### src/hdl/rstoi_pkg.sv
`timescale 1ns / 1ps
// ----------------------------------------------------------------------------
// Rod strain time of impact: shared package
// Widths, constants, the job record that travels from the front to the back,
// and the state type of the back-end sequencer.
// ----------------------------------------------------------------------------
package rstoi_pkg;

	localparam int COORD_BITS     = 21;
	localparam int TIME_FRAC_BITS = 16;
	localparam int COORD_COUNT    = 3;

	// Fixed field widths of the ports.
	localparam int POS_W = 63;
	localparam int LEN_W = 21;
	localparam int CAP_W = 16;
	localparam int TIME_W = TIME_FRAC_BITS + 1;

	// One full time step and the strain factor of one that is added to the cap.
	localparam logic [TIME_W-1:0] TIME_ONE = TIME_W'(1) << TIME_FRAC_BITS;
	localparam logic [CAP_W-1:0] LIMIT_ONE = CAP_W'(4096);

	// Datapath widths.
	localparam int D_W    = COORD_BITS + 1;         // start edge vector component
	localparam int DD_W   = COORD_BITS + 2;         // edge motion component
	localparam int P_W    = COORD_BITS + 3;         // edge component at time t
	localparam int PROD_W = DD_W + TIME_W + 1;      // t times edge motion
	localparam int SQR_W  = 2 * P_W;                // one squared component
	localparam int SUM_W  = SQR_W + 2;              // squared length, Q20
	localparam int SQ_SHIFT = 24;                   // Q20 to Q44
	localparam int THR_W  = LEN_W + CAP_W;          // threshold length, Q22
	localparam int THR_LO = (THR_W + 1) / 2;
	localparam int THR_HI = THR_W - THR_LO;
	localparam int THR2_W = 2 * THR_W;              // squared threshold, Q44
	localparam int CMP_W  = (SUM_W + SQ_SHIFT > THR2_W) ? (SUM_W + SQ_SHIFT) : THR2_W;

	localparam logic signed [PROD_W-1:0] HALF_TIME = PROD_W'(1) << (TIME_FRAC_BITS - 1);

	// Job queue between front and back.
	localparam int QUEUE_DEPTH = 2;
	localparam int QPTR_W = $clog2(QUEUE_DEPTH);

	// Register port.
	localparam int CFG_ADDR_W = 3;
	localparam int CFG_DATA_W = 32;
	localparam int CFG_IDX_LSB = 2;
	localparam int CFG_IDX_W = CFG_ADDR_W - CFG_IDX_LSB;
	localparam logic [CFG_IDX_W-1:0] REG_MAX_TIME = CFG_IDX_W'(0);

	typedef struct packed {
		logic [COORD_COUNT-1:0][D_W-1:0]  d0;
		logic [COORD_COUNT-1:0][DD_W-1:0] dd;
		logic [LEN_W-1:0]                 len;
		logic [CAP_W-1:0]                 cap;
		logic [TIME_W-1:0]                top;
		logic                             bypass;
	} rstoi_job_t;

	typedef enum logic [2:0] {
		ST_IDLE,
		ST_THR,
		ST_SQR,
		ST_SUM,
		ST_MUL,
		ST_SQ,
		ST_CMP,
		ST_FIN
	} rstoi_state_t;

endpackage

### src/hdl/rstoi_queue.sv
`timescale 1ns / 1ps
// ----------------------------------------------------------------------------
// Rod strain time of impact: job queue
// A short first-in first-out queue of jobs between the front and the back.
// ----------------------------------------------------------------------------
module rstoi_queue
	import rstoi_pkg::*;
(
	input  logic       clk,
	input  logic       arst_n,
	input  logic       push_valid,
	output logic       push_ready,
	input  rstoi_job_t push_job,
	output logic       pop_valid,
	input  logic       pop_ready,
	output rstoi_job_t pop_job
);

	rstoi_job_t        mem_q [QUEUE_DEPTH];
	logic [QPTR_W-1:0] wr_ptr_q;
	logic [QPTR_W-1:0] rd_ptr_q;
	logic [QPTR_W:0]   count_q;
	logic              push;
	logic              pop;

	assign push_ready = (count_q != (QPTR_W+1)'(QUEUE_DEPTH));
	assign pop_valid  = (count_q != '0);
	assign pop_job    = mem_q[rd_ptr_q];
	assign push       = push_valid && push_ready;
	assign pop        = pop_valid && pop_ready;

	always_ff @(posedge clk or negedge arst_n) begin
		if (!arst_n) begin
			wr_ptr_q <= '0;
			rd_ptr_q <= '0;
			count_q  <= '0;
		end else begin
			if (push) begin
				wr_ptr_q <= (wr_ptr_q == QPTR_W'(QUEUE_DEPTH - 1)) ? '0 : wr_ptr_q + 1'b1;
			end
			if (pop) begin
				rd_ptr_q <= (rd_ptr_q == QPTR_W'(QUEUE_DEPTH - 1)) ? '0 : rd_ptr_q + 1'b1;
			end
			if (push && !pop) begin
				count_q <= count_q + 1'b1;
			end else if (pop && !push) begin
				count_q <= count_q - 1'b1;
			end
		end
	end

	always_ff @(posedge clk) begin
		if (push) begin
			mem_q[wr_ptr_q] <= push_job;
		end
	end

endmodule

### config.mk
export PLATFORM = sky130hd
export DESIGN_NAME = rstoi_queue
export DESIGN_NICKNAME = d
export VERILOG_FILES = /design/src/hdl/rstoi_pkg.sv /design/src/hdl/rstoi_queue.sv
export SDC_FILE = /design/constraint.sdc
export NUM_CORES = 1
export LEC_CHECK = 0
export BUFFER_PORTS_ARGS = -buffer_cell sky130_fd_sc_hd__buf_4
export CAP_MARGIN = 20
export CORE_MARGIN = 5
export CORE_UTILIZATION = 25
export CTS_CLUSTER_SIZE = 10
export DETAILED_ROUTE_END_ITERATION = 12
export SYNTH_ARGS = -nofsm -noshare
export SYNTH_HDL_FRONTEND = slang
export SYNTH_SLANG_ARGS = --single-unit
export TNS_END_PERCENT = 30
### constraint.sdc
create_clock -name clk -period 15.3 [get_ports clk]
set_input_delay 3.06 -clock clk [delete_from_list [all_inputs] [get_ports clk]]
set_output_delay 3.06 -clock clk [all_outputs]
set_load 0.005 [all_outputs]
# Word level (Yosys, flattened, before mapping)
# Memory sizes are Yosys's and may differ from the RTL's.
# Index checks and enable logic that the tools add are counted.
# classes
n_eq_ne	1
add_sub_neg	4
muxes	6
n_reduce_logical	8
# op_table
operator	count
logical AND 1 bit	4
2-to-1 mux 1 bit	4
2-to-1 mux 2 bit	2
nonzero test 2 bit	2
adder 1 bit, second input constant	2
adder 2 x 1 -> 2 bit, second input constant	1
logical NOT 1 bit	2
!= test 2 bit, second input constant	1
subtractor 2 x 1 -> 2 bit, second input constant	1
# word_totals
memories	1
ram_bits	380
reg_bits	4
input_bits	194
# mem_list
memory	depth	word_bits	rd	rd_ports_with_merged_regs	wr	line	text
mem_q	2	190	1	0	1	rstoi_queue.sv:19	rstoi_job_t mem_q [QUEUE_DEPTH];

# Logic depth before layout (Yosys ltp)
# logic_depth
depth_word	6
mapped_depth	7
ltp_nobuf	7

# Worst setup path after synthesis
# OpenSTA, ideal clock, no wires.
# synth_path
path_kind	input to register
from	in push_valid
to	mem mem_q[0][0] (netlist name), enable pin
arrival_time_ns	11.028
t_required_ns	14.557
path_slack_ns	3.529
n_path_buf	0
path_stages	2
path_cell_list	nand2_1 > nor2_1
# synth_between
elab_chain_len	3
# synth_rtl
element	line	text
from (decl)	rstoi_queue.sv:11	input logic push_valid,
logical AND 1 bit	rstoi_queue.sv:29	assign push = push_valid && push_ready;
2-to-1 mux 1 bit	rstoi_queue.sv:53	if (push) begin
2-to-1 mux 1 bit (not written as such)	rstoi_queue.sv:54	mem_q[wr_ptr_q] <= push_job;
to (decl)	rstoi_queue.sv:19	
# Every way passes these cells.

==> qor.txt <==
Status: complete, no violations
CTS Hold Bufs: 0
Top-area cell type share of the netlist area: 81.4%
Post-Syn Area: 0.0140 mm²
Crit-path cells: buf_4 > buf_4 > mux2_2 > buf_4
Routed WL: 32,000 µm
Clock tree from TritonCTS: done
Row count: 86
DPL Wire Length: 21,300 µm
Comb power frac: 28.9%
EDFF count, synth: 380
Setup crit start kind: flop
Root Buffer: clkbuf_16
DRT Pass-1 Iters: 4
Peak supply drop: 0.110 mV
Maximum buffer depth of the clock tree: 3
Final GP Congestion: 0.732
Max cap viols: 0
Setup CP Type: reg -> out
Crit-path slowest cell: dfrtp_4
Critical path required time: 12.24 ns
FF-to-FF path depth: 4
Setup bufs post-CTS: 0
1st-iter DRT viols: 241
Number of diodes: 0
Worst-Margin Slew: 1.01 ns
Setup_tns: 0 ns
# IOs: 386
Setup Skew: 0.0104 ns
GRT met2 Usage: 16.8%
Reg2Reg Launch Point: count_q[0]
Core ar.: 0.0553 mm²
Netlist cell types: 14
Multi-input gate area in the final layout: 0.00224 mm²
Congestion Overflow GR: 0
Most instantiated library cell after synthesis: edfxtp_1
Leakage Power: 6.93 nW
Synth warn: 0
Avg Cell Area, Syn: 23.0 µm²
GRT Max-Usage Layer: met2
RR Endpoint: mem_q[1][64]
Fillers: 5,371
Ys flop type: edfxtp_1
Top achievable clock speed: 0.143 GHz
Largest area contributor in the netlist: edfxtp_1
Initial Utilization: 25.4%
Nets: 1,225
P_int: 2.59 mW
Final Max Slew Viols: 0
Post-CTS sizing: 0
Flop pwr share: 43.1%
First-pass GRT wire length: 46,200 µm
Total track usage: 9.89%
Cell mode on critical path: buf_4
Clk Latency, worst-skew pair: 0.55 ns
Worst hold path depth: 1
Reg area: 0.0115 mm²
Post-synth ARST share: 1.04%
# DRC: 0
Met1 Use GR: 11.3%
Number of global-route vias before repair: 7,719
Port Buffers: 385
Sequential share of the synthesized area: 82.1%
Clock Sinks: 384
Die Area: 0.0609 mm²
Die X-Extent: 247 µm
Top cells by count, synth: edfxtp_1 (380), mux2_2 (190), clkbuf_8 (17), buf_6 (4), dfrtp_1 (4)
RSZ-0062 raised after global routing: false
Total CTS buffers: 46
Rel. slew slack: 32.4%
Largest net degree at the start of global routing: 75
Syn Inst Count: 609
Sw Share: 26.2%
CTS clk-pin slew, worst paths: 0.05 ns
Die H: 247 µm
Class of the worst hold path: reg -> reg
Pwr dens: 185 mW/mm²
Ratio of final minimum period to clock period: 45.8%
Synth top area cells: edfxtp_1 (81%), mux2_2 (15%), clkbuf_8 (1.7%)
WL/cell: 17.9 µm
Htree depth: 2
Crit end category: primary output
Net Switching: 0.922 mW
Crit path time final: 7.00 ns
Max Fanout on Critical Path: 71
HP Start: count_q[1]
Pwr Total: 3.52 mW
Vias per cell: 4.01
Met3 Usage GRT: 4.16%
Layout cells sized above 1: 61.6%
Antenna violations before repair: 2
Area Overhead vs Synth: 35.6%
Via Count: 7,182
Clock network power share: 28.0%
Worst min-delay path endpoint: count_q[1]
Post-route ant nets: 0
Crit-path max cell delay: 0.96 ns
Final Hold Viols: 0
Final setup vio count: 0
CP Data Arrival Time: 3.94 ns
Register bit total from synthesis: 384
R2R setup slack: 12.73 ns
Syn nets: 804
-- sequential cells by signal (all words and copies together), names as in the netlist --
name	flops
mem_q	380
rd_ptr_q	1
count_q	2
wr_ptr_q	1
-- final cells by class --
type	instances	area share, %
Clock buffer	52	6.51
Clock inverter	8	0.454
Inverter	1	0.0197
Multi-Input combinational cell	203	11.8
Sequential cell	384	60.5
Tap cell	748	4.92
Timing Repair Buffer	394	15.8
-- layout by cell type, fill, tap and decap left out --
cell / instances
nor2_4: 1
clkinv_2: 3
clkinv_1: 3
dfrtp_1: 3
edfxtp_1: 380
buf_16: 2
clkbuf_1: 3
nand2_1: 2
bufinv_16: 2
xnor2_1: 3
and3_4: 1
nor2_1: 1
buf_4: 392
mux2_2: 190
inv_1: 1
ha_1: 1
dfrtp_4: 1
or2_2: 1
clkbuf_16: 49
nand2b_1: 1
xor2_1: 2
-- cells by family after synthesis --
family / share of synthesized area [%]
muxes: 15.3
buffers and inverters: 2.02
adders and majority gates: 0.0892
DFF: 82.1
xor gates and xnor gates: 0.312
and+or+nand+nor: 0.241
-- routing by layer --
layer	up-vias	share of wire, %	wire, µm
met4	4	3.0	960
met3	63	8.9	2860
met5	-	0.066	21
li1	3254	-	-
met1	3600	38	12100
met2	261	50	16000
-- worst max path at each step --
stage	from	end	slack [ns]	cells past startpoint
floorplan	push_valid	mem_q[0][0]	3.53	2
global route	rd_ptr_q	pop_job[66]	8.04	4
detailed placement	rd_ptr_q	pop_job[44]	8.73	4
CTS	rd_ptr_q	pop_job[44]	8.11	4
finish	rd_ptr_q	pop_job[66]	8.30	4
global placement	rd_ptr_q	pop_job[44]	8.75	4
-- critical path, delay by kind of cell, from the launching register on --
| kind | cells | cell delay, ns |
|---|---|---|
| buffers and inverters | 3 | 1.76 |
| multiplexers | 1 | 0.44 |
| flip-flops | 1 | 0.96 |
-- through the flow --
stage	util, %	hold slack [ns]	worst slack, ns	cells	instance area [µm²]
global placement	31.9	0.474	8.75	1728	17600
detailed placement	31.9	0.497	8.73	1728	17600
CTS	34.3	0.511	8.11	1788	19000
global route	34.4	0.539	8.04	1790	19000
floorplan	-	0.456	3.53	609	14000
finish	34.4	0.504	8.30	1790	19000
-- power groups by stage --
stage / sequential [mW] / combinational (mW) / clock, mW
6_report: 1.52 / 1.02 / 0.983
5_1_grt: 1.54 / 1.10 / 1.07
4_1_cts: 1.53 / 1.04 / 1.03
3_5_place_dp: 1.55 / 1.03 / 0
3_3_place_gp: 1.53 / 1.03 / 0
2_1_floorplan: 1.56 / 0.565 / 0
Power figures use the tool's default switching activity.
