## src/hdl/rstoi_pkg.sv

```systemverilog
`timescale 1ns / 1ps
// ----------------------------------------------------------------------------
// Rod strain time of impact: shared package
// Widths, constants, the job record that travels from the front to the back,
// and the state type of the back-end sequencer.
// ----------------------------------------------------------------------------
package rstoi_pkg;

	localparam int COORD_BITS     = 21;
	localparam int TIME_FRAC_BITS = 16;
	localparam int COORD_COUNT    = 3;

	// Fixed field widths of the ports.
	localparam int POS_W = 63;
	localparam int LEN_W = 21;
	localparam int CAP_W = 16;
	localparam int TIME_W = TIME_FRAC_BITS + 1;

	// One full time step and the strain factor of one that is added to the cap.
	localparam logic [TIME_W-1:0] TIME_ONE = TIME_W'(1) << TIME_FRAC_BITS;
	localparam logic [CAP_W-1:0] LIMIT_ONE = CAP_W'(4096);

	// Datapath widths.
	localparam int D_W    = COORD_BITS + 1;         // start edge vector component
	localparam int DD_W   = COORD_BITS + 2;         // edge motion component
	localparam int P_W    = COORD_BITS + 3;         // edge component at time t
	localparam int PROD_W = DD_W + TIME_W + 1;      // t times edge motion
	localparam int SQR_W  = 2 * P_W;                // one squared component
	localparam int SUM_W  = SQR_W + 2;              // squared length, Q20
	localparam int SQ_SHIFT = 24;                   // Q20 to Q44
	localparam int THR_W  = LEN_W + CAP_W;          // threshold length, Q22
	localparam int THR_LO = (THR_W + 1) / 2;
	localparam int THR_HI = THR_W - THR_LO;
	localparam int THR2_W = 2 * THR_W;              // squared threshold, Q44
	localparam int CMP_W  = (SUM_W + SQ_SHIFT > THR2_W) ? (SUM_W + SQ_SHIFT) : THR2_W;

	localparam logic signed [PROD_W-1:0] HALF_TIME = PROD_W'(1) << (TIME_FRAC_BITS - 1);

	// Job queue between front and back.
	localparam int QUEUE_DEPTH = 2;
	localparam int QPTR_W = $clog2(QUEUE_DEPTH);

	// Register port.
	localparam int CFG_ADDR_W = 3;
	localparam int CFG_DATA_W = 32;
	localparam int CFG_IDX_LSB = 2;
	localparam int CFG_IDX_W = CFG_ADDR_W - CFG_IDX_LSB;
	localparam logic [CFG_IDX_W-1:0] REG_MAX_TIME = CFG_IDX_W'(0);

	typedef struct packed {
		logic [COORD_COUNT-1:0][D_W-1:0]  d0;
		logic [COORD_COUNT-1:0][DD_W-1:0] dd;
		logic [LEN_W-1:0]                 len;
		logic [CAP_W-1:0]                 cap;
		logic [TIME_W-1:0]                top;
		logic                             bypass;
	} rstoi_job_t;

	typedef enum logic [2:0] {
		ST_IDLE,
		ST_THR,
		ST_SQR,
		ST_SUM,
		ST_MUL,
		ST_SQ,
		ST_CMP,
		ST_FIN
	} rstoi_state_t;

endpackage

```

## src/hdl/rstoi_front.sv

```systemverilog
`timescale 1ns / 1ps
// ----------------------------------------------------------------------------
// Rod strain time of impact: front end
// Takes input words, forms the edge vectors and the search top, and marks
// words that need no search.
// ----------------------------------------------------------------------------
module rstoi_front
	import rstoi_pkg::*;
(
	input  logic                    clk,
	input  logic                    arst_n,
	input  logic                    in_valid,
	output logic                    in_ready,
	input  logic [POS_W-1:0]        start_a,
	input  logic [POS_W-1:0]        start_b,
	input  logic [POS_W-1:0]        end_a,
	input  logic [POS_W-1:0]        end_b,
	input  logic [LEN_W-1:0]        rest_len,
	input  logic signed [CAP_W-1:0] strain_cap,
	input  logic [TIME_W-1:0]       max_time,
	output logic                    push_valid,
	input  logic                    push_ready,
	output rstoi_job_t              push_job
);

	rstoi_job_t job_c;
	rstoi_job_t job_s1;
	logic       valid_s1;

	always_comb begin
		logic signed [COORD_BITS-1:0] sa, sb, ea, eb;
		logic signed [D_W-1:0]        s_d, e_d;
		job_c = '0;
		for (int k = 0; k < COORD_COUNT; k++) begin
			sa = $signed(start_a[k*COORD_BITS +: COORD_BITS]);
			sb = $signed(start_b[k*COORD_BITS +: COORD_BITS]);
			ea = $signed(end_a[k*COORD_BITS +: COORD_BITS]);
			eb = $signed(end_b[k*COORD_BITS +: COORD_BITS]);
			s_d = D_W'(sb) - D_W'(sa);
			e_d = D_W'(eb) - D_W'(ea);
			job_c.d0[k] = s_d;
			job_c.dd[k] = DD_W'(e_d) - DD_W'(s_d);
		end
		job_c.len    = rest_len;
		job_c.cap    = strain_cap;
		job_c.top    = (max_time > TIME_ONE) ? TIME_ONE : max_time;
		job_c.bypass = strain_cap[CAP_W-1] || (strain_cap == '0) || (rest_len == '0);
	end

	assign in_ready   = !valid_s1 || push_ready;
	assign push_valid = valid_s1;
	assign push_job   = job_s1;

	always_ff @(posedge clk or negedge arst_n) begin
		if (!arst_n) begin
			valid_s1 <= 1'b0;
		end else if (in_ready) begin
			valid_s1 <= in_valid;
		end
	end

	always_ff @(posedge clk) begin
		if (in_valid && in_ready) begin
			job_s1 <= job_c;
		end
	end

endmodule

```

## config.mk

```make
export PLATFORM = sky130hd
export DESIGN_NAME = rstoi_front
export DESIGN_NICKNAME = d
export VERILOG_FILES = /design/src/hdl/rstoi_pkg.sv /design/src/hdl/rstoi_front.sv
export SDC_FILE = /design/constraint.sdc
export NUM_CORES = 1
export LEC_CHECK = 0
export ABC_AREA = 1
export BUFFER_PORTS_ARGS = -buffer_cell sky130_fd_sc_hd__buf_2
export CAP_MARGIN = 20
export CORE_AREA = 2 2 193 195
export CTS_CLUSTER_DIAMETER = 150
export DETAILED_ROUTE_END_ITERATION = 8
export DIE_AREA = 0 0 195 197
export GPL_TIMING_DRIVEN = 0
export PLACE_DENSITY = 0.78
export RECOVER_POWER = 50
export SYNTH_ARGS = -nofsm -noshare
export SYNTH_HDL_FRONTEND = slang
export SYNTH_SLANG_ARGS = --single-unit
```

## constraint.sdc

```tcl
create_clock -name clk -period 10 [get_ports clk]
set_input_delay 2 -clock clk [delete_from_list [all_inputs] [get_ports clk]]
set_output_delay 2 -clock clk [all_outputs]
set_load 0.1 [all_outputs]
```

Word-level counts from Yosys, hierarchy flattened --
Index checks and enable logic that the tools add are counted.
Storage, ports and cells: flip-flop bits (word level) 191, output and inout port bits 192
Cells by class: add/sub/neg operators 9, $lt $le $gt $ge 1, reduce and logical (&&, ||, !) cells 7
Operators by type and width (number):
- 21-bit by 21-bit subtractor with 22-bit output | 6
- 22-bit by 22-bit subtractor with 23-bit output | 3
- 21-bit zero test | 1
- 17-bit greater-than comparator (second input constant) | 1
- 16-bit zero test | 1
- 1-bit logical OR | 3
- 1-bit logical AND | 1
- 1-bit zero test | 1

Logic depth before layout (Yosys ltp) --
Gate-level depths: netlist of run 1.
word-level depth 3, depth in mapped cells 24

Worst setup path after synthesis of run 1 --
Ideal clock, no wire load.
kind input port to flip-flop, start point input port in_valid, end point register job_s1 (netlist bit push_job[0]), enable pin, arrival 11.166 ns, slack -1.967 ns, cell stages on the path 2, path buffers 0, path through inv_1 > a21oi_1
Between the ends: cells in the longest elaborated chain, start to end 1
RTL lines:
- start, declared | RTL line rstoi_front.sv:12 | input logic in_valid,
- 1-bit logical AND | RTL line rstoi_front.sv:63 | if (in_valid && in_ready) begin
- end signal, assigned | RTL line rstoi_front.sv:64 | job_s1 <= job_c;
- end, declared | RTL line rstoi_front.sv:27 | rstoi_job_t job_s1;
No other way between the ends. A chain may end at the register's enable or synchronous reset.

Worst setup path after layout of run 1 --
start point input port in_valid, end point register job_s1 (netlist bit push_job[189]), enable pin
The elaborated chain is that of the path after synthesis.

==> metrics.cfg, run 1 <==
[cts]
cts_repair_resize_count = 0
cts_sinks = 191
cts_max_path_buffers = 2
cts_root_buffer = clkbuf_16
clkTransAtPathRegs_ps = 90
cts_max_level = 4
clock_latency_ps = 480
cts_made_buffers = 17
ctsHoldBuffers = 0
cts_tree = done
postCtsSetupBuffers = 0

[floorplan]
fp.dieW_microns = 195
io_pins = 502
start_util_pct = 48.67
die-area_sq_mm = 0.03842
dieHeight_microns = 197
rows = 70
core_sq_mm = 0.03626

[layout]
final_cell_mix = nand2_1 (869), inv_1 (614), buf_2 (353), edfxtp_1 (190)
drive_gt1_share_pct = 15.42
fin_area_sq_mm = 0.02126
postLayoutCoreUtil_pct = 58.64
layout_commonest_cell = nand2_1
nets = 3503
area_growth_pct = 20.48

[synth]
ys.flop_type = edfxtp_1
synth_edf_count = 190
ys_types = 31
synth_area_sq_mm = 0.01765
synthCells = 2462
ys_async_sr_fraction_pct = 0.5236
synth.avg_cell_area_sq_um = 7.168
syn-num-nets = 2976
ys_seq_area_share_pct = 32.47
ys_ff_latch = 191
synth-warning-count = 0

[routing]
wl_per_cell_microns = 16.35
vias = 17180
ant_nets = 0
postRouteWirelength_mm = 56.82
drt_iter0_markers = 1054
via_per_inst = 4.944
dr.pass1.iters = 6
drc = 0
wl_met1_mm = 22.75
wl_met3_mm = 3.740
route.met2.wl_mm = 28.71
routed.top_layer = met5

[setup_path]
start_kind = input port
crit_slowest_cell = a21oi_1
crit_top_cell = clkbuf_1
path_max_fanout = 31
cp-end-kind = register
r2r_slack_ps = 4690
crit_type = input port to register
arrival_ps = 6810
required_ps = 10180
cp_cell_sequence = clkbuf_1 -> inv_1 -> a21oi_1 -> clkbuf_1 -> clkbuf_1 -> buf_16 -> buf_12 -> buf_12
critical-path-top-delay-family = buffers and inverters
critPathBufInv = 7
slowest_delay_ps = 1670

[hold_path]
hold_class = register to register

[sta]
setup_tns_ps = 0
period_share_pct = 66.27
fin_crit_ps = 6627
max_slew_margin_pct = -50.78
worst_pin_slew_ps = 2262
clock.fmax_mhz = 150.9
setup_viol = 0
finalMaxSlewViolations = 85
finalHoldViolations = 0
fin_skew_ps = 18.65
fin_ws_ps = 3373
rsz0062_at_grt = no

[run]
cap_violations = 3

[power]
power.static_leakage_nw = 11.94
p_per_area_mw_per_mm2 = 226.1
power.total_w = 0.004808
vdd_ir_drop_max_mv = 0.1374

[place]
io_buffer_count = 501
dpl_cell_area_sq_mm = 0.02092
dp_worst_setup_slack_ps = 4401
gp_congestion = 1.004
dpl.hpwl_mm = 49.09

[run_status]
failed_checks = capacitance limit, slew limit
outcome = complete, but fails checks

[global_route]
grt_pass1_vias = 16790
antenna_found_initial = 8
grt_max_degree = 32
overflow = 0
grt_first_pass_wirelength_mm = 87.20
grt_usage_pct = 29.43

-- final timing paths --
path	from	cells past startpoint	endpoint
min in group asynchronous	arst_n	1	push_valid$_DFFE_PN0N_
min	push_valid$_DFFE_PN0N_	2	push_valid$_DFFE_PN0N_
max	in_valid	8	push_job[189]$_DFFE_PP_
min reg2reg	push_valid$_DFFE_PN0N_	2	push_valid$_DFFE_PN0N_
max reg2reg	push_valid$_DFFE_PN0N_	6	push_job[189]$_DFFE_PP_
max in group asynchronous	arst_n	1	push_valid$_DFFE_PN0N_
-- Yosys cell counts (6+ instances only) --
cell type,instances,share of area (%)
xnor2_1,28,1.4
nand2_2,28,0.99
nand3_2,8,0.45
edfxtp_1,190,32
nand4_1,33,1.2
xor2_1,40,2.0
nor2_2,19,0.67
nand2_1,866,18
a21oi_1,71,2.0
o21bai_1,6,0.26
fa_1,69,7.8
ha_1,135,9.6
nand3_1,152,4.3
inv_1,613,13
nor3_1,13,0.37
inv_2,6,0.13
nor2_1,151,3.2
-- routing by layer --
layer / vias up / GRT usage (%)
met4: 4 / 9.641
met2: 672 / 54.18
met3: 88 / 4.825
met5: - / 0
li1: 8555 / -
met1: 7860 / 34.93
-- cell type report --
| cell class | count | area (sq um) |
|---|---|---|
| fill | 3437 | 15000 |
| multi-input combinational | 1650 | 9558 |
| sequential | 191 | 5731 |
| timing repair buffer | 508 | 2429 |
| inverter | 619 | 2323 |
| tap | 468 | 585.6 |
| clock buffer | 17 | 425.4 |
| clock inverter | 15 | 191.4 |
| antenna | 5 | 12.51 |
| buffer | 2 | 7.507 |
-- power breakdown --
| group | total (W) | internal (W) | leakage (nW) | switching (W) |
|---|---|---|---|---|
| clock | 0.000721 | 0.000343 | 0.295 | 0.000378 |
| combinational | 0.00294 | 0.000697 | 9.82 | 0.00224 |
| sequential | 0.00115 | 0.00110 | 1.83 | 0.0000438 |
| total | 0.00481 | 0.00214 | 11.9 | 0.00266 |
-- worst min-delay path, stage by stage (launching register included) --
cell and delay [ps]:
dfrtp_1 370, nand2_1 70, nand2_1 60
-- registers in the layout, summed over array words and instances (netlist names) --
register,cells
push_job,190
push_valid,1
-- cell families (layout without fill, tap and decap cells) --
family	count (synthesis)	after routing	synth area share [%]
compound gates	85	85	2.680
xor+xnor	68	68	3.375
simple gates	1293	1293	30.86
other cells	0	5	0
buf+inv	621	1161	13.22
fa+ha+maj	204	204	17.40
flops	191	191	32.47
-- through the flow --
stage / hold slack (ps) / cells
finish: 535.9 / 3475
global route: 598.3 / 3473
CTS: 606.8 / 3470
detailed placement: 588.7 / 3438
floorplan: 1704 / 2462
global placement: 527.8 / 3431
(Power assumes the default switching activity.)
==> run 2, diff against run 1 <==
Clock period 10 ns to 5.5 ns, I/O delays scaled along.
==> run 2 against run 1 <==
- the flow still finishes with violations (capacitance limit, slew limit)
- sequential share of layout area fell by 0.089 points
- core utilization increased by 0.19 points
- cell count about the same
- critical path depth shrank 2
- total power rose by 84%
- non-clock buffer count grew 1
- die area is the same
- sequential power grew 82%
- clock-buffer cell count unchanged
- register-to-register slack worse by 3200 ps
- worst hold slack worse by 150 ps
- largest cell class unchanged
- largest power group unchanged
==> metrics.cfg, run 2 (synthesized netlist as in run 1, its figures left out) <==
[layout]
largest_register_ffs = 190  ; unchanged
multi_input_area_sq_mm = 0.009558  ; unchanged
layout.cells.non_filler = 3473  ; -0.058%
drive_gt1_share_pct = 17.38  ; +2.0 points
register_area_sq_mm = 0.005731  ; unchanged
postLayoutCoreUtil_pct = 58.83  ; +0.19 points
final_cell_mix = nand2_1 (868), inv_1 (613), buf_2 (413), edfxtp_1 (190), nand3_1 (154)
nFillCells = 3411  ; -0.76%
nets = 3504  ; +0.029%
area_growth_pct = 20.88
layout_commonest_cell = nand2_1

[run_status]
failed_checks = capacitance limit, slew limit
outcome = complete, but fails checks

[power]
clockPowerShare_pct = 15.7  ; +0.7 points
vdd_ir_drop_max_mv = 0.2369  ; +72%
power.static_leakage_nw = 12.11  ; +1.4%
swShare_pct = 54.99  ; -0.41 points
intPower_w = 0.003978  ; +85%
p_sw_w = 0.004859  ; +82%
combPwrFrac_pct = 60.7  ; -0.4 points
share_seq_of_total_power_pct = 23.6  ; -0.3 points
p_per_area_mw_per_mm2 = 414.2  ; +83%

[global_route]
grt_max_degree = 33  ; +3.1%
grt_pass1_vias = 16950  ; +0.96%
antenna_found_initial = 4  ; -4
overflow = 0  ; unchanged
grt_first_pass_wirelength_mm = 87.92  ; +0.82%
grt_usage_pct = 29.63  ; +0.20 points

[sta]
setup_viol = 0  ; unchanged
period_share_pct = 81.35
clock.fmax_mhz = 223.5
holdWs_ps = 388.7  ; -147.3 ps
rsz0062_at_grt = no
fin_crit_ps = 4474
worst_pin_slew_ps = 1808  ; -453.6 ps
setup_tns_ps = 0  ; unchanged
finalHoldViolations = 0  ; unchanged
fin_skew_ps = 9.324  ; -9.321 ps
finalMaxSlewViolations = 106  ; +25%
max_slew_margin_pct = -20.54  ; +30 points

[place]
dpl.hpwl_mm = 48.95  ; -0.29%
io_buffer_count = 501  ; unchanged
gp_congestion = 0.9697  ; -3.4%
dp_cells = 3439  ; +0.029%

[routing]
via_per_inst = 4.979  ; +0.71%
vias = 17290  ; +0.65%
drt_iter0_markers = 1097  ; +4.1%
drc = 0  ; unchanged
ant_nets = 0  ; unchanged
dr.pass1.iters = 5  ; -1
postRouteWirelength_mm = 56.63  ; -0.34%
wl_per_cell_microns = 16.30  ; -0.28%

[setup_path]
crit_top_cell = clkbuf_1
ff2ff_path_depth = 4  ; -2
required_ps = 5690  ; -4490 ps
cp_cell_sequence = clkbuf_1 -> inv_1 -> a21oi_1 -> clkbuf_1 -> clkbuf_1 -> buf_16
crit_type = input port to register
crit_end = push_job[121]$_DFFE_PP_
r2r-start = push_valid$_DFFE_PN0N_
slowest_delay_ps = 1270  ; -400 ps
r2r_slack_ps = 1450  ; -3240 ps
arrival_ps = 4660  ; -2150 ps
start_kind = input port
cp-end-kind = register
path_max_fanout = 23  ; -26%
r2r-end = push_job[121]$_DFFE_PP_
cp-startpoint = in_valid
crit_slowest_cell = clkbuf_1

[cts]
cts_repair_resize_count = 0  ; unchanged
cts_sinks = 191  ; unchanged
clkTransAtPathRegs_ps = 90  ; about the same
cts_made_buffers = 17  ; unchanged
cts_max_level = 4  ; unchanged
cts_root_buffer = clkbuf_16
ctsHoldBuffers = 0  ; unchanged
cts_max_path_buffers = 2  ; unchanged
postCtsSetupBuffers = 0  ; unchanged
cts_tree = done
clock_latency_ps = 470  ; about the same

[run]
cap_violations = 4  ; +1

[floorplan]
core_sq_mm = 0.03626  ; unchanged
die-area_sq_mm = 0.03842  ; unchanged
io_pins = 502  ; unchanged
rows = 70  ; unchanged
start_util_pct = 48.67  ; unchanged
dieHeight_microns = 197  ; unchanged
fp.dieW_microns = 195  ; unchanged

[hold_path]
hold_class = input port to asynchronous set/reset pin

## run 2: power by group through the flow
stage	sequential, W	clock, W	combinational [W]
after floorplan	0.00384	0	0.00238
after CTS	0.00209	0.00140	0.00536
final	0.00209	0.00139	0.00536
after global routing	0.00211	0.00146	0.00583
after detailed placement	0.00212	0	0.00533
after global placement	0.00212	0	0.00523
## run 2: worst min path at each step
| stage | startpoint | endpoint | slack, ps | cells past startpoint |
|---|---|---|---|---|
| 6_report | arst_n | push_valid$_DFFE_PN0N_ | 390 | 1 |
| 5_1_grt | arst_n | push_valid$_DFFE_PN0N_ | 370 | 1 |
| 4_1_cts | arst_n | push_valid$_DFFE_PN0N_ | 370 | 1 |
| 3_5_place_dp | push_valid$_DFFE_PN0N_ | push_valid$_DFFE_PN0N_ | 590 | 2 |
| 3_3_place_gp | push_valid$_DFFE_PN0N_ | push_valid$_DFFE_PN0N_ | 560 | 2 |
| 2_1_floorplan | arst_n | push_valid$_DFFE_PN0N_ | 800 | 0 |
## run 2: area by class of cell
class | count | share of cell area [%]
inverter | 619 | 10.89
timing repair buffer | 509 | 11.60
clock buffer | 17 | 1.994
buffer | 2 | 0.03519
multi-input combinational | 1650 | 44.80
sequential | 191 | 26.86
antenna | 2 | 0.02346
clock inverter | 15 | 1.044
tap | 468 | 2.745
## run 2: routing by layer
layer	track usage, %	part of all wire, %	up-vias
li1	-	-	8548
met1	36.47	41	7996
met2	52.43	49	648
met3	4.449	6.9	95
met4	11.56	3.2	4
met5	0	0.041	-
## run 2: critical path: cells and delay by family
family          cells  cell delay [ps]
buf+inv             5             2490
compound gates      1             1030
## run 2: stage by stage
step	total power [W]	instance area (sq um)	setup WS, ps
after floorplan	0.006217	17660	706.3
after global placement	0.007357	20750	-777.4
after detailed placement	0.007451	20940	866.4
after CTS	0.008846	21590	1336
after global routing	0.009400	21330	757.5
final	0.008836	21330	1026
==> run 3, diff against run 2 <==
Clock period 5.5 ns to 4 ns, I/O delays scaled along.
==> run 3 against run 2 <==
- the run still ends with capacitance limit, slew limit left
- clock power increased by 24%
- die area unchanged
- wire length decreased by 1.7%
- sequential share of layout area decreased by 0.12 points
- register-to-register slack got worse by 550 ps
- sequential power increased by 37%
- critical endpoint is now push_job[95]$_DFFE_PP_
==> metrics.cfg, run 3 (synthesized netlist as in run 1, its figures left out) <==
[floorplan]
die-area_sq_mm = 0.03842  ; unchanged
core_sq_mm = 0.03626  ; unchanged
fp.dieW_microns = 195  ; unchanged
rows = 70  ; unchanged
dieHeight_microns = 197  ; unchanged
start_util_pct = 48.67  ; unchanged
io_pins = 502  ; unchanged

[routing]
dr.pass1.iters = 5  ; unchanged
via_per_inst = 4.966  ; -0.25%
vias = 17240  ; -0.31%
drt_iter0_markers = 996  ; -9.2%
wl_per_cell_microns = 16.04  ; -1.6%
postRouteWirelength_mm = 55.68  ; -1.7%
ant_nets = 0  ; unchanged
drc = 0  ; unchanged

[cts]
cts_max_path_buffers = 2  ; unchanged
cts_tree = done
clock_latency_ps = 460  ; about the same
clkTransAtPathRegs_ps = 70  ; -20 ps
cts_sinks = 191  ; unchanged
cts_made_buffers = 17  ; unchanged
cts_root_buffer = clkbuf_16
cts_max_level = 4  ; unchanged
postCtsSetupBuffers = 0  ; unchanged

[setup_path]
r2r_slack_ps = 900  ; -550 ps
crit_type = input port to register
start_kind = input port
cp-startpoint = start_a[21]
critPathBufInv = 2  ; -3
ff2ff_path_depth = 5  ; +1
critical-path-top-delay-family = adder cells
required_ps = 4200  ; -1490 ps
arrival_ps = 4030  ; -630 ps
r2r-start = push_valid$_DFFE_PN0N_
cp_cell_sequence = buf_2 -> ha_1 -> fa_1 -> inv_1 -> nand3_1 -> nand2_2 -> nand2_1 -> nand2_2 -> xnor2_1 -> fa_1 -> ha_2 -> nand2_2 -> nor2_4 -> nand3_1 -> nand3_1 -> nand2_1 -> nand3_1 -> nand2_1
r2r-end = push_job[170]$_DFFE_PP_
slowest_delay_ps = 500  ; -770 ps
crit_end = push_job[95]$_DFFE_PP_
crit_top_cell = nand3_1
cp-end-kind = register
crit_slowest_cell = fa_1
path_max_fanout = 4  ; -83%
path_depth = 18  ; +12

[power]
p_per_area_mw_per_mm2 = 561.3  ; +36%
power.static_leakage_nw = 11.89  ; -1.8%
vdd_ir_drop_max_mv = 0.3132  ; +32%

[run]
cap_violations = 1  ; -3

[layout]
nets = 3503  ; -0.029%
layout.cells.non_filler = 3471  ; -0.058%
layout_commonest_cell = nand2_1
postLayoutCoreUtil_pct = 59.11  ; +0.28 points
largest_register_ffs = 190  ; unchanged
area_growth_pct = 21.45
final_cell_mix = nand2_1 (863), inv_1 (611), buf_2 (337), edfxtp_1 (190), clkbuf_1 (169)
drive_gt1_share_pct = 16.26  ; -1.1 points

[sta]
period_share_pct = 95.79
max_slew_margin_pct = -18.76  ; +1.8 points
fin_skew_ps = 7.477  ; -1.847 ps
finalMaxSlewViolations = 27  ; -75%
setup_viol = 0  ; unchanged
worst_pin_slew_ps = 1781  ; -26.66 ps
fin_crit_ps = 3832
clock.fmax_mhz = 261.0
rsz0062_at_grt = yes
finalHoldViolations = 0  ; unchanged

[global_route]
grt_max_degree = 33  ; unchanged
grt_pass1_vias = 16730  ; -1.3%
overflow = 0  ; unchanged
grt_usage_pct = 28.83  ; -0.80 points
grt_first_pass_wirelength_mm = 86.05  ; -2.1%
antenna_found_initial = 2  ; -2

[hold_path]
hold_class = input port to asynchronous set/reset pin

[place]
dpl.hpwl_mm = 48.01  ; -1.9%
dp_cells = 3438  ; -0.029%
io_buffer_count = 501  ; unchanged
gp_congestion = 0.9458  ; -2.5%

[run_status]
outcome = complete, but fails checks
failed_checks = capacitance limit, slew limit

## run 3: cell types whose count changed in the layout (fill, tap and decap cells not counted), sizes merged
cell | before | now
diode | 2 | 1
bufinv | 1 | 0
clkinvlp | 0 | 2
clkinv | 5 | 7
inv | 628 | 624
buf | 415 | 342
clkbuf | 113 | 186
## run 3: timing repair
action | 4_1_cts | 5_1_grt
endpoints found under the hold margin | 0 | 0
gates resized for setup | 0 | 40
hold buffers | 0 | 0
setup endpoints to repair | 0 | 24
## run 3: worst min-delay path by stage
stage                              to  cells past startpoint
3_5_place_dp   push_valid$_DFFE_PN0N_                      2
2_1_floorplan  push_valid$_DFFE_PN0N_                      0
6_report       push_valid$_DFFE_PN0N_                      1
4_1_cts        push_valid$_DFFE_PN0N_                      1
5_1_grt        push_valid$_DFFE_PN0N_                      1
3_3_place_gp   push_valid$_DFFE_PN0N_                      2
## run 3: metrics by stage
step	area (sq um)	hold slack (ps)	worst slack, ps	power (W)	TNS [ps]
2_1_floorplan	17670	504.4	-372.4	0.008549	-70750
3_3_place_gp	20770	519.8	-1913	0.01012	-365180
3_5_place_dp	20930	534.9	-356.1	0.01022	-8603
4_1_cts	21510	83.04	112.8	0.01196	0
5_1_grt	21430	87.05	-30.15	0.01281	-45.67
6_report	21430	105.9	168.5	0.01203	0
## run 3: routing by layer
layer | routed length [microns] | GRT usage (%) | vias to the layer above | part of all wire [%]
met4 | 1708 | 10.21 | 2 | 3.1
met1 | 22510 | 34.53 | 7915 | 40
met3 | 3335 | 4.261 | 98 | 6.0
met5 | 13 | 0 | - | 0.023
met2 | 28110 | 52.69 | 671 | 50
li1 | - | - | 8552 | -
## run 3: layout make-up
cell class / count / area [sq um]
Multi-Input combinational cell: 1650 / 9768
Sequential cell: 191 / 5732
Timing Repair Buffer: 508 / 2425
Clock buffer: 18 / 429.2
Fill cell: 3400 / 14830
Buffer: 2 / 7.507
Inverter: 619 / 2336
Antenna cell: 1 / 2.502
Clock inverter: 14 / 148.9
Tap cell: 468 / 585.6
## run 3: power by group
part | internal [W] | switching [W]
sequential | 0.00276 | 0.000110
clock | 0.000829 | 0.000893
combinational | 0.00181 | 0.00562
total | 0.00540 | 0.00663
